`src/design/sip_pkg.sv`:
```
package sip_pkg;

  localparam int COORD_BITS_DEF  = 16;
  localparam int FRAC_BITS_DEF   = 8;
  localparam int QUEUE_DEPTH_DEF = 4;

  typedef enum logic [1:0] {
    REL_NONE      = 2'd0,
    REL_INTERSECT = 2'd1,
    REL_CONTAIN   = 2'd2
  } rel_t;

  // Classified request passed from the front end to the divider:
  // relation, hit, A start x/y, direction signs, |A dx|, |A dy|, t numerator, denominator.
  function automatic int item_bits(input int coord_bits);
    return 8 * coord_bits + 9;
  endfunction

endpackage

```
`src/design/sip_queue.sv`:
```
module sip_queue #(
  parameter int W     = 8,
  parameter int DEPTH = sip_pkg::QUEUE_DEPTH_DEF
) (
  input  logic         clk,
  input  logic         rst_n,
  input  logic         in_valid,
  output logic         in_ready,
  input  logic [W-1:0] in_data,
  output logic         out_valid,
  input  logic         out_ready,
  output logic [W-1:0] out_data
);
  import sip_pkg::*;

  localparam int AW = (DEPTH > 1) ? $clog2(DEPTH) : 1;
  localparam int CW = $clog2(DEPTH + 1);

  logic [W-1:0]  mem [DEPTH];
  logic [AW-1:0] wp_r, rp_r;
  logic [CW-1:0] cnt_r;
  logic          push, pop;

  assign in_ready  = (cnt_r != CW'(DEPTH));
  assign out_valid = (cnt_r != '0);
  assign out_data  = mem[rp_r];
  assign push      = in_valid && in_ready;
  assign pop       = out_valid && out_ready;

  always_ff @(posedge clk) begin
    if (push) begin
      mem[wp_r] <= in_data;
    end
  end

  always_ff @(posedge clk) begin
    if (!rst_n) begin
      wp_r  <= '0;
      rp_r  <= '0;
      cnt_r <= '0;
    end else begin
      if (push) begin
        wp_r <= (wp_r == AW'(DEPTH - 1)) ? '0 : wp_r + AW'(1);
      end
      if (pop) begin
        rp_r <= (rp_r == AW'(DEPTH - 1)) ? '0 : rp_r + AW'(1);
      end
      if (push && !pop) begin
        cnt_r <= cnt_r + CW'(1);
      end else if (pop && !push) begin
        cnt_r <= cnt_r - CW'(1);
      end
    end
  end

endmodule

```
`config.mk`:
```
export PLATFORM = sky130hd
export DESIGN_NAME = sip_queue
export DESIGN_NICKNAME = d
export VERILOG_FILES = /design/src/design/sip_pkg.sv /design/src/design/sip_queue.sv
export SDC_FILE = /design/constraint.sdc
export NUM_CORES = 1
export LEC_CHECK = 0
export ABC_CLOCK_PERIOD_IN_PS = 2700
export BUFFER_PORTS_ARGS = -buffer_cell sky130_fd_sc_hd__buf_4
export CAP_MARGIN = 20
export CELL_PAD_IN_SITES_DETAIL_PLACEMENT = 1
export CELL_PAD_IN_SITES_GLOBAL_PLACEMENT = 2
export CORE_UTILIZATION = 41
export CTS_CLUSTER_SIZE = 12
export DETAILED_ROUTE_END_ITERATION = 8
export PLACE_DENSITY_LB_ADDON = 0.2
export SLEW_MARGIN = 20
export SYNTH_ARGS = -nofsm -noshare
export SYNTH_HDL_FRONTEND = slang
export SYNTH_SLANG_ARGS = --single-unit
```
`constraint.sdc`:
```
create_clock -name clk -period 2.7 [get_ports clk]
set_input_delay 0.27 -clock clk [delete_from_list [all_inputs] [get_ports clk]]
set_output_delay 0.27 -clock clk [all_outputs]
set_load 0.005 [all_outputs]
```
======== After elaboration in Yosys (flattened, before gate mapping) ========
Memories as Yosys holds them, arrays and structs flattened. A register that Yosys moved wholly into a read port is not among the register bits.
Index checks and enable logic that the tools add are counted.
storage, ports and cells
  memories ................................ 1
  memory bits (writable) .................. 32
  input bits .............................. 12
  logic and storage cells ................. 27
  register bits after elaboration ......... 7
memories
  memory  depth  width  read ports  clocked after memory_dff  write ports  RTL line         source
  mem     4      8      1           1                         1            sip_queue.sv:19  logic [W-1:0] mem [DEPTH];
operators by class
  add/subtract/negate cells ............... 4
  reductions and logical operators ........ 8
  equal/unequal tests ..................... 3
  mux-type cells .......................... 8
operators by type and width
  cell                                               count
  2-to-1 mux 2 bit                                   4
  2-to-1 mux 3 bit                                   2
  adder 2 x 1 -> 2 bit (second input constant)       2
  equality test 2 bit (second input constant)        2
  logical AND 1 bit                                  4
  adder 3 x 1 -> 3 bit (second input constant)       1
  != test 3 bit (second input constant)              1
  nonzero test 3 bit                                 1
  subtractor 3 x 1 -> 3 bit (second input constant)  1
  zero test 1 bit                                    2
  2-to-1 mux 1 bit                                   2
  nonzero test 2 bit                                 1

======== Logic depth before layout (Yosys ltp) ========
Gate-level depths: netlist of the first run.
  depth after elaboration ................. 6
  mapped depth ............................ 9
  gate-level depth less buffers ........... 8

======== Least setup slack after synthesis of the first run ========
No wires, ideal clock.
  path type ............................... flip-flop to flip-flop
  from .................................... register cnt_r[0]
  to ...................................... register cnt_r[2]
  data required time ...................... 2.624 ns
  data arrival time ....................... 2.109 ns
  slack ................................... 0.515 ns
  library setup time ...................... 0.076 ns
  path buffers ............................ 0
  cell stages (with the launch flop) ...... 8
  path through ............................ dfxtp_1 > o31ai_1 > ha_1 > inv_1 > fa_1 > xor2_1 > or3_2 > a21boi_0
between the ends
  cells in the longest elaborated chain, start to end .. 5
  elaborated cells on any way between the ends .. 13
  classes of those cells .................. add/sub: 2; eq/ne: 1; mux: 2; reduce/logical: 8
ends and longest elaborated chain
  what                                                                               RTL line         source
  start: declaration                                                                 sip_queue.sv:21  logic [CW-1:0] cnt_r;
  start signal: assignment                                                           sip_queue.sv:49  cnt_r <= cnt_r + CW'(1);
  start signal: assignment                                                           sip_queue.sv:51  cnt_r <= cnt_r - CW'(1);
  parallel branches: the longest is 5 deep, another holds subtractor 3 x 1 -> 3 bit  n/a
Several ways; the timed one is not identified. The select of a mux whose other input is x is not followed.
A chain may end at the register's enable or synchronous reset.

======== Final worst setup path of the first run ========
  from .................................... register cnt_r[0]
  to ...................................... register cnt_r[2]
between the ends
  cells in the longest elaborated chain, start to end .. 5
  elaborated cells on any way between the ends .. 13
  classes of those cells .................. add/sub: 2; eq/ne: 1; mux: 2; reduce/logical: 8
ends and longest elaborated chain
  what                                 RTL line         source
  != test 3 bit *                      sip_queue.sv:24  assign in_ready = (cnt_r != CW'(DEPTH));
  logical AND 1 bit *                  sip_queue.sv:27  assign push = in_valid && in_ready;
  via push                             sip_queue.sv:22  logic push, pop;
  zero test 1 bit                      sip_queue.sv:50  end else if (pop && !push) begin
  logical AND 1 bit                    sip_queue.sv:50
  nonzero test 2 bit (no source line)  n/a
The timed path passes the listed nets; every way through them passes the cells marked *. The select of a mux whose other input is x is not followed.

==> results of run 1 <==
## cells in the final DEF, fill, tap and decap left out
| cell type | count |
|---|---|
| edfxtp_1 | 32 |
| a21boi_0 | 1 |
| mux4_2 | 8 |
| fa_1 | 1 |
| and2_1 | 1 |
| o31ai_1 | 1 |
| or3_2 | 2 |
| nand4_1 | 1 |
| dfxtp_1 | 9 |
| nand3_1 | 2 |
| mux2i_1 | 2 |
| clkbuf_8 | 5 |
| xnor2_1 | 1 |
| ha_1 | 6 |
| nand2_1 | 5 |
| o21ai_0 | 4 |
| nor2_1 | 2 |
| clkinv_2 | 2 |
| buf_4 | 22 |
| clkbuf_1 | 1 |
| xor2_1 | 1 |
| and2_4 | 1 |
| inv_1 | 3 |
| nor2b_1 | 1 |
| and3_2 | 4 |
| or3b_1 | 1 |
## final timing paths
path / slack, ps / end
max: 390 / cnt_r[2]
min: 190 / mem[3][4]
max reg2reg: 390 / cnt_r[2]
min reg2reg: 510 / wp_r[1]
## logic make-up (layout without fill, tap and decap cells)
group | after synthesis | after routing | synth area share
and+or+nand+nor | 20 | 20 | 0.07193
xor gates and xnor gates | 2 | 2 | 0.01071
AOI/OAI and AO/OA | 6 | 6 | 0.02143
adders and majority gates | 7 | 7 | 0.05815
DFF | 41 | 41 | 0.6978
muxes | 10 | 10 | 0.1224
buffers and inverters | 7 | 33 | 0.01759
## flip-flops by register name, indices dropped and copies added, names as in the netlist, named ones only
| register | flops |
|---|---|
| mem | 32 |
| cnt_r | 3 |
| rp_r | 2 |
| wp_r | 2 |
## critical path, cell delays in order (launching register included)
cell and delay (ps):
dfxtp_1 440, or3b_1 250, and2_4 190, ha_1 180
inv_1 60, fa_1 370, xor2_1 160, or3_2 410
a21boi_0 170
## area by class of cell
class	count	share of cell area
multi-input combinational	45	0.2417
sequential	41	0.5926
timing repair buffer	22	0.08577
tap	48	0.03119
inverter	3	0.005848
clock inverter	2	0.005198
clock buffer	6	0.03769
## report_power, final
group	leakage, nW	internal [W]	switching, W	total, W
combinational	0.291	0.000285	0.000194	0.000479
clock	0.0450	0.000179	0.000185	0.000364
sequential	0.367	0.000778	0.0000881	0.000866
## per-layer routing
metal / up-vias / GRT usage / share of wire
met5: - / 0 / 0
met1: 430 / 0.1700 / 0.39
met2: 19 / 0.2826 / 0.56
met3: 2 / 0.04167 / 0.037
met4: 0 / 0.05707 / 0.0073
li1: 404 / - / -
## stage by stage
stage | instances | total power (W) | area, sq um | setup WS, ps | hold WS, ps
after floorplan | 93 | 0.001159 | 1635 | 515.1 | 368.9
after global placement | 159 | 0.001344 | 1843 | 524.8 | 469.2
after detailed placement | 159 | 0.001370 | 1843 | 381.9 | 474.7
after CTS | 167 | 0.001732 | 1926 | 385.8 | 182.5
after global routing | 167 | 0.001820 | 1926 | 234.3 | 176.3
final | 167 | 0.001710 | 1926 | 394.1 | 189.0
==> results by group, run 1 <==
Floorplan
  • Cell row count: 22
  • Die Ht: 65.16 um
  • Die ar.: 4245 sq um
  • Initial Utilization: 0.4368
  • Num ports: 22
  • Area of the core: 3744 sq um
  • Die X: roughly 65 um

STA
  • Setup TNS: 0 ps
  • Worst-Margin Slew: between 500 and 600 ps
  • Setup violations, final: 0
  • Fin crit share: 0.8540
  • Final hold violations: 0
  • RSZ-0062 raised after global routing: false
  • Max Freq: 433.7 MHz
  • Relative slew slack: 0.6177
  • Skew final: between 2 and 3 ps
  • Max-slew violations: 0
  • Post-layout min period: 2306 ps

Power
  • Peak supply drop: 488.8 uV
  • Pwr/cell area: 887.8 nW/um^2
  • Pleak: about 0.70 nW

Final layout
  • Filler cells: 386
  • # diodes: 0
  • Nets: roughly 140
  • Register area: 1141 sq um
  • Area growth, synth to finish: 17.75%
  • Share of cells above drive strength 1: 0.3697
  • Multi-input gate area: 465.4 sq um
  • Post-layout util: 0.5144

Synthesis
  • Post-synthesis cell count: between 90 and 100
  • Syn. warnings: 0
  • Post-synth top cells: 32 x edfxtp_1, 9 x dfxtp_1, 8 x mux4_2
  • Total nets after synthesis: around 110
  • Synth cell types: 26
  • Mean Syn Cell Area: approximately 18 sq um
  • Most instantiated library cell after synthesis: edfxtp_1
  • Mapped Area: between 1500 and 2000 sq um
  • Largest area contributor in the netlist: edfxtp_1
  • Register bit total from synthesis: 41
  • Ranking of synthesized cells by area: edfxtp_1 59%, dfxtp_1 11%, mux4_2 11%, ha_1 4.6%, and3_2 1.8%
  • Top-area cell type share of the netlist area: 0.5876
  • Asr flop ratio synth: 0
  • Ys flop type: edfxtp_1
  • Sequential area share after synthesis: 0.6978
  • Number of synthesized flops with an enable pin: 32

Critical path
  • CP Class: reg -> reg
  • Cells on worst reg2reg path: 8
  • CP required: 2900 ps
  • Critical-path maximum fanout: 7
  • Worst R2R Start: cnt_r[0]
  • Startpoint Class: flip-flop
  • Critical Path Start: cnt_r[0]
  • Crit path arrival time: 2510 ps
  • Worst Setup End Kind: flip-flop

GRT
  • Gr usage total: 0.1543
  • First-pass GRT wire length: 4.533 mm
  • Initial antenna violation count: 0
  • Vias in the first global route: 912
  • Largest net degree at the start of global routing: 13
  • Total grt overflow: 0

Min path
  • Hold path depth: 1
  • HP Start: in_data[4]
  • Hold Path Class: in -> reg

Routing
  • DRC Markers: 0
  • Vias per cell: 5.120
  • WL per Instance: between 15 and 20 um
  • DR iter-0 viols: 12
  • Vias: 855
  • Total Routed Length: 2.756 mm
  • Antenna-violating nets left: 0
  • First drt pass iteration count: 4

CTS
  • Num Clock Sinks: around 40
  • CTS tree: done
  • H-Tree Depth: 2
  • CTS Hold Buffers Added: 0
  • Max clock buf depth: 2
  • CTS Root Cell: clkbuf_8
  • Clk Latency, worst-skew pair: approximately 280 ps
  • Post-cts resize count: 0
  • Total CTS buffers: 5
  • Setup Buffers After CTS: 0
  • Reg clk slew, reported paths: 70 ps

Run
  • Max-Cap Viols: 0

Place
  • Port bufs: 21
  • GPL Wtd Cong: about 0.69
  • HPWL after detailed placement: ~2.1 mm

Run status
  • Status: completed
Power figures use the tool's default switching activity.
==> run 2: changes to the inputs <==
--- a/config.mk
+++ b/config.mk
@@ -6,13 +6,14 @@
 export NUM_CORES = 1
 export LEC_CHECK = 0
 export ABC_CLOCK_PERIOD_IN_PS = 2700
-export BUFFER_PORTS_ARGS = -buffer_cell sky130_fd_sc_hd__buf_4
 export CAP_MARGIN = 20
 export CELL_PAD_IN_SITES_DETAIL_PLACEMENT = 1
 export CELL_PAD_IN_SITES_GLOBAL_PLACEMENT = 2
-export CORE_UTILIZATION = 41
+export CORE_UTILIZATION = 45
 export CTS_CLUSTER_SIZE = 12
 export DETAILED_ROUTE_END_ITERATION = 8
+export DONT_BUFFER_PORTS = 1
+export HOLD_SLACK_MARGIN = 0.1
 export PLACE_DENSITY_LB_ADDON = 0.2
 export SLEW_MARGIN = 20
 export SYNTH_ARGS = -nofsm -noshare
==> run 2 against run 1 <==
Effect of this change:
- largest power group unchanged
- sequential power down 0.6%
- wire length down 3.2%
- critical path type unchanged
- non-clock buffer count down 11
==> results by group, run 2 (same netlist as run 1, synthesis figures left out) <==
Final layout
  • Post-layout util: 0.5381 (+0.02372)
  • Commonest non-fill, non-tap cell in the layout: edfxtp_1
  • Nets: 126 (-8.0%)
  • Max FFs per register: 32 (unchanged)
  • Most flops, register: mem
  • Most frequent cells in the layout: 32 x edfxtp_1, 10 x dlygate4sd3_1, 9 x dfxtp_1
  • Largest regs: mem (32), cnt_r (3)
  • Area growth, synth to finish: 12.39%
  • Filler cells: 325 (-16%)
  • Register area: 1141 sq um (unchanged)
  • Multi-input gate area: 465.4 sq um (unchanged)
  • Fin area: 1838 sq um (-4.5%)
  • # diodes: 0 (unchanged)
  • Share of cells above drive strength 1: 0.2222 (-0.1475)

Place
  • Placed Area: 1683 sq um (-8.7%)
  • Port bufs: 0 (-100%)
  • GPL Wtd Cong: 0.7098 (+2.3%)
  • HPWL after detailed placement: 1.722 mm (-16%)
  • Worst slack, placed: 395.9 ps (+14.01 ps)

CTS
  • Setup Buffers After CTS: 0 (unchanged)
  • Num Clock Sinks: 41 (unchanged)
  • CTS Root Cell: clkbuf_4
  • CTS tree: done
  • Total CTS buffers: 5 (unchanged)
  • H-Tree Depth: 2 (unchanged)
  • Max clock buf depth: 2 (unchanged)
  • Clk Latency, worst-skew pair: 320 ps (+40 ps)
  • Post-cts resize count: 0 (unchanged)
  • Reg clk slew, reported paths: 120 ps (+50 ps)

STA
  • Relative slew slack: 0.6372 (+0.01946)
  • Setup violations, final: 0 (unchanged)
  • Final hold violations: 0 (unchanged)
  • Setup TNS: 0 ps (unchanged)
  • RSZ-0062 raised after global routing: false
  • Max-slew violations: 0 (unchanged)
  • Max Freq: 434.7 MHz (+0.24%)
  • Worst-Margin Slew: 543.5 ps (-29.16 ps)
  • Skew final: 5.725 ps (+2.845 ps)
  • Setup ws final: 399.7 ps (+5.626 ps)
  • Fin crit share: 0.8520 (-0.002084)
  • Post-layout min period: 2300 ps (-5.626 ps)

GRT
  • Gr usage total: 0.1530 (-0.001302)
  • Largest net degree at the start of global routing: 14 (+1)
  • Total grt overflow: 0 (unchanged)
  • Vias in the first global route: 906 (-0.66%)
  • Initial antenna violation count: 0 (unchanged)
  • First-pass GRT wire length: 4.278 mm (-5.6%)

Critical path
  • CP Class: reg -> reg
  • Crit path arrival time: 2560 ps (+50 ps)
  • Critical-path maximum fanout: 7 (unchanged)
  • Critical Path Start: cnt_r[0]
  • Worst Setup End Kind: flip-flop
  • Startpoint Class: flip-flop
  • Worst R2R Start: cnt_r[0]
  • CP required: 2960 ps (+60 ps)

Routing
  • WL met1: 1.031 mm (-4.7%)
  • Met2 WL: 1.544 mm (-0.45%)
  • Vias per cell: 5.279 (+3.1%)
  • WL per Instance: 17.32 um (+5.0%)
  • Antenna-violating nets left: 0 (unchanged)
  • DRC Markers: 0 (unchanged)
  • Total Routed Length: 2.668 mm (-3.2%)
  • First drt pass iteration count: 4 (unchanged)
  • DR iter-0 viols: 12 (unchanged)
  • Met3 wire length: 76 um (-25%)
  • Top Metal Used: met4
  • Vias: 813 (-4.9%)

Power
  • Pleak: 0.6305 nW (-10%)
  • Peak supply drop: 458.7 uV (-6.2%)
  • Overall Power: 0.001523 W (-11%)
  • Pwr/cell area: 828.6 nW/um^2 (-6.7%)

Floorplan
  • Die ar.: 3879 sq um (-8.6%)
  • Num ports: 22 (unchanged)
  • Die X: 62.29 um (-4.4%)
  • Die Ht: 62.29 um (-4.4%)
  • Cell row count: 21 (-4.5%)
  • Area of the core: 3416 sq um (-8.8%)
  • Initial Utilization: 0.4788 (+0.04192)

Min path
  • HP Start: rst_n
  • Hold Path Class: in -> reg

Run status
  • Status: completed

Run
  • Max-Cap Viols: 0 (unchanged)
==> run 2: worst paths after layout <==
kind,end,slack [ps],cells after the start
setup / recovery,cnt_r[2],400,8
hold / removal,rp_r[0],130,2
setup reg to reg,cnt_r[2],400,8
hold reg to reg,wp_r[1],520,2
==> run 2: final cells by class <==
type	instances	share of cell area
Tap cell	46	0.03131
Timing Repair Buffer	11	0.05854
Multi-Input combinational cell	45	0.2532
Clock buffer	5	0.02042
Sequential cell	41	0.6208
Clock inverter	3	0.009530
Inverter	3	0.006127
==> run 2: routing by layer <==
metal,vias up,global-route usage
met2,15,0.2967
met4,0,0.06105
met3,2,0.03493
met5,-,0
met1,412,0.1559
li1,384,-
==> run 2: where the power goes <==
group / internal, W / total (W) / switching, W
clock: 0.0000983 / 0.000284 / 0.000185
combinational: 0.000207 / 0.000379 / 0.000172
sequential: 0.000777 / 0.000861 / 0.0000836
total: 0.00108 / 0.00152 / 0.000441
==> run 2: stage by stage <==
| stage | std cells | hold slack, ps |
|---|---|---|
| after floorplan | 93 | 368.9 |
| after global placement | 136 | 369.0 |
| after detailed placement | 136 | 369.0 |
| after CTS | 154 | 110.1 |
| after global routing | 154 | 129.4 |
| final | 154 | 133.6 |
==> run 2: timing repair <==
item | in CTS | in global routing
endpoints found under the hold margin | 37 | 0
hold buffers | 10 | 0
endpoints found under the setup margin | 0 | 0
==> run 2: critical path, stage by stage, from the launching register on <==
cell	delay, ps
dfxtp_1	440
or3b_1	260
and2_4	190
ha_1	170
inv_1	60
fa_1	380
xor2_1	160
or3_2	400
a21boi_0	160
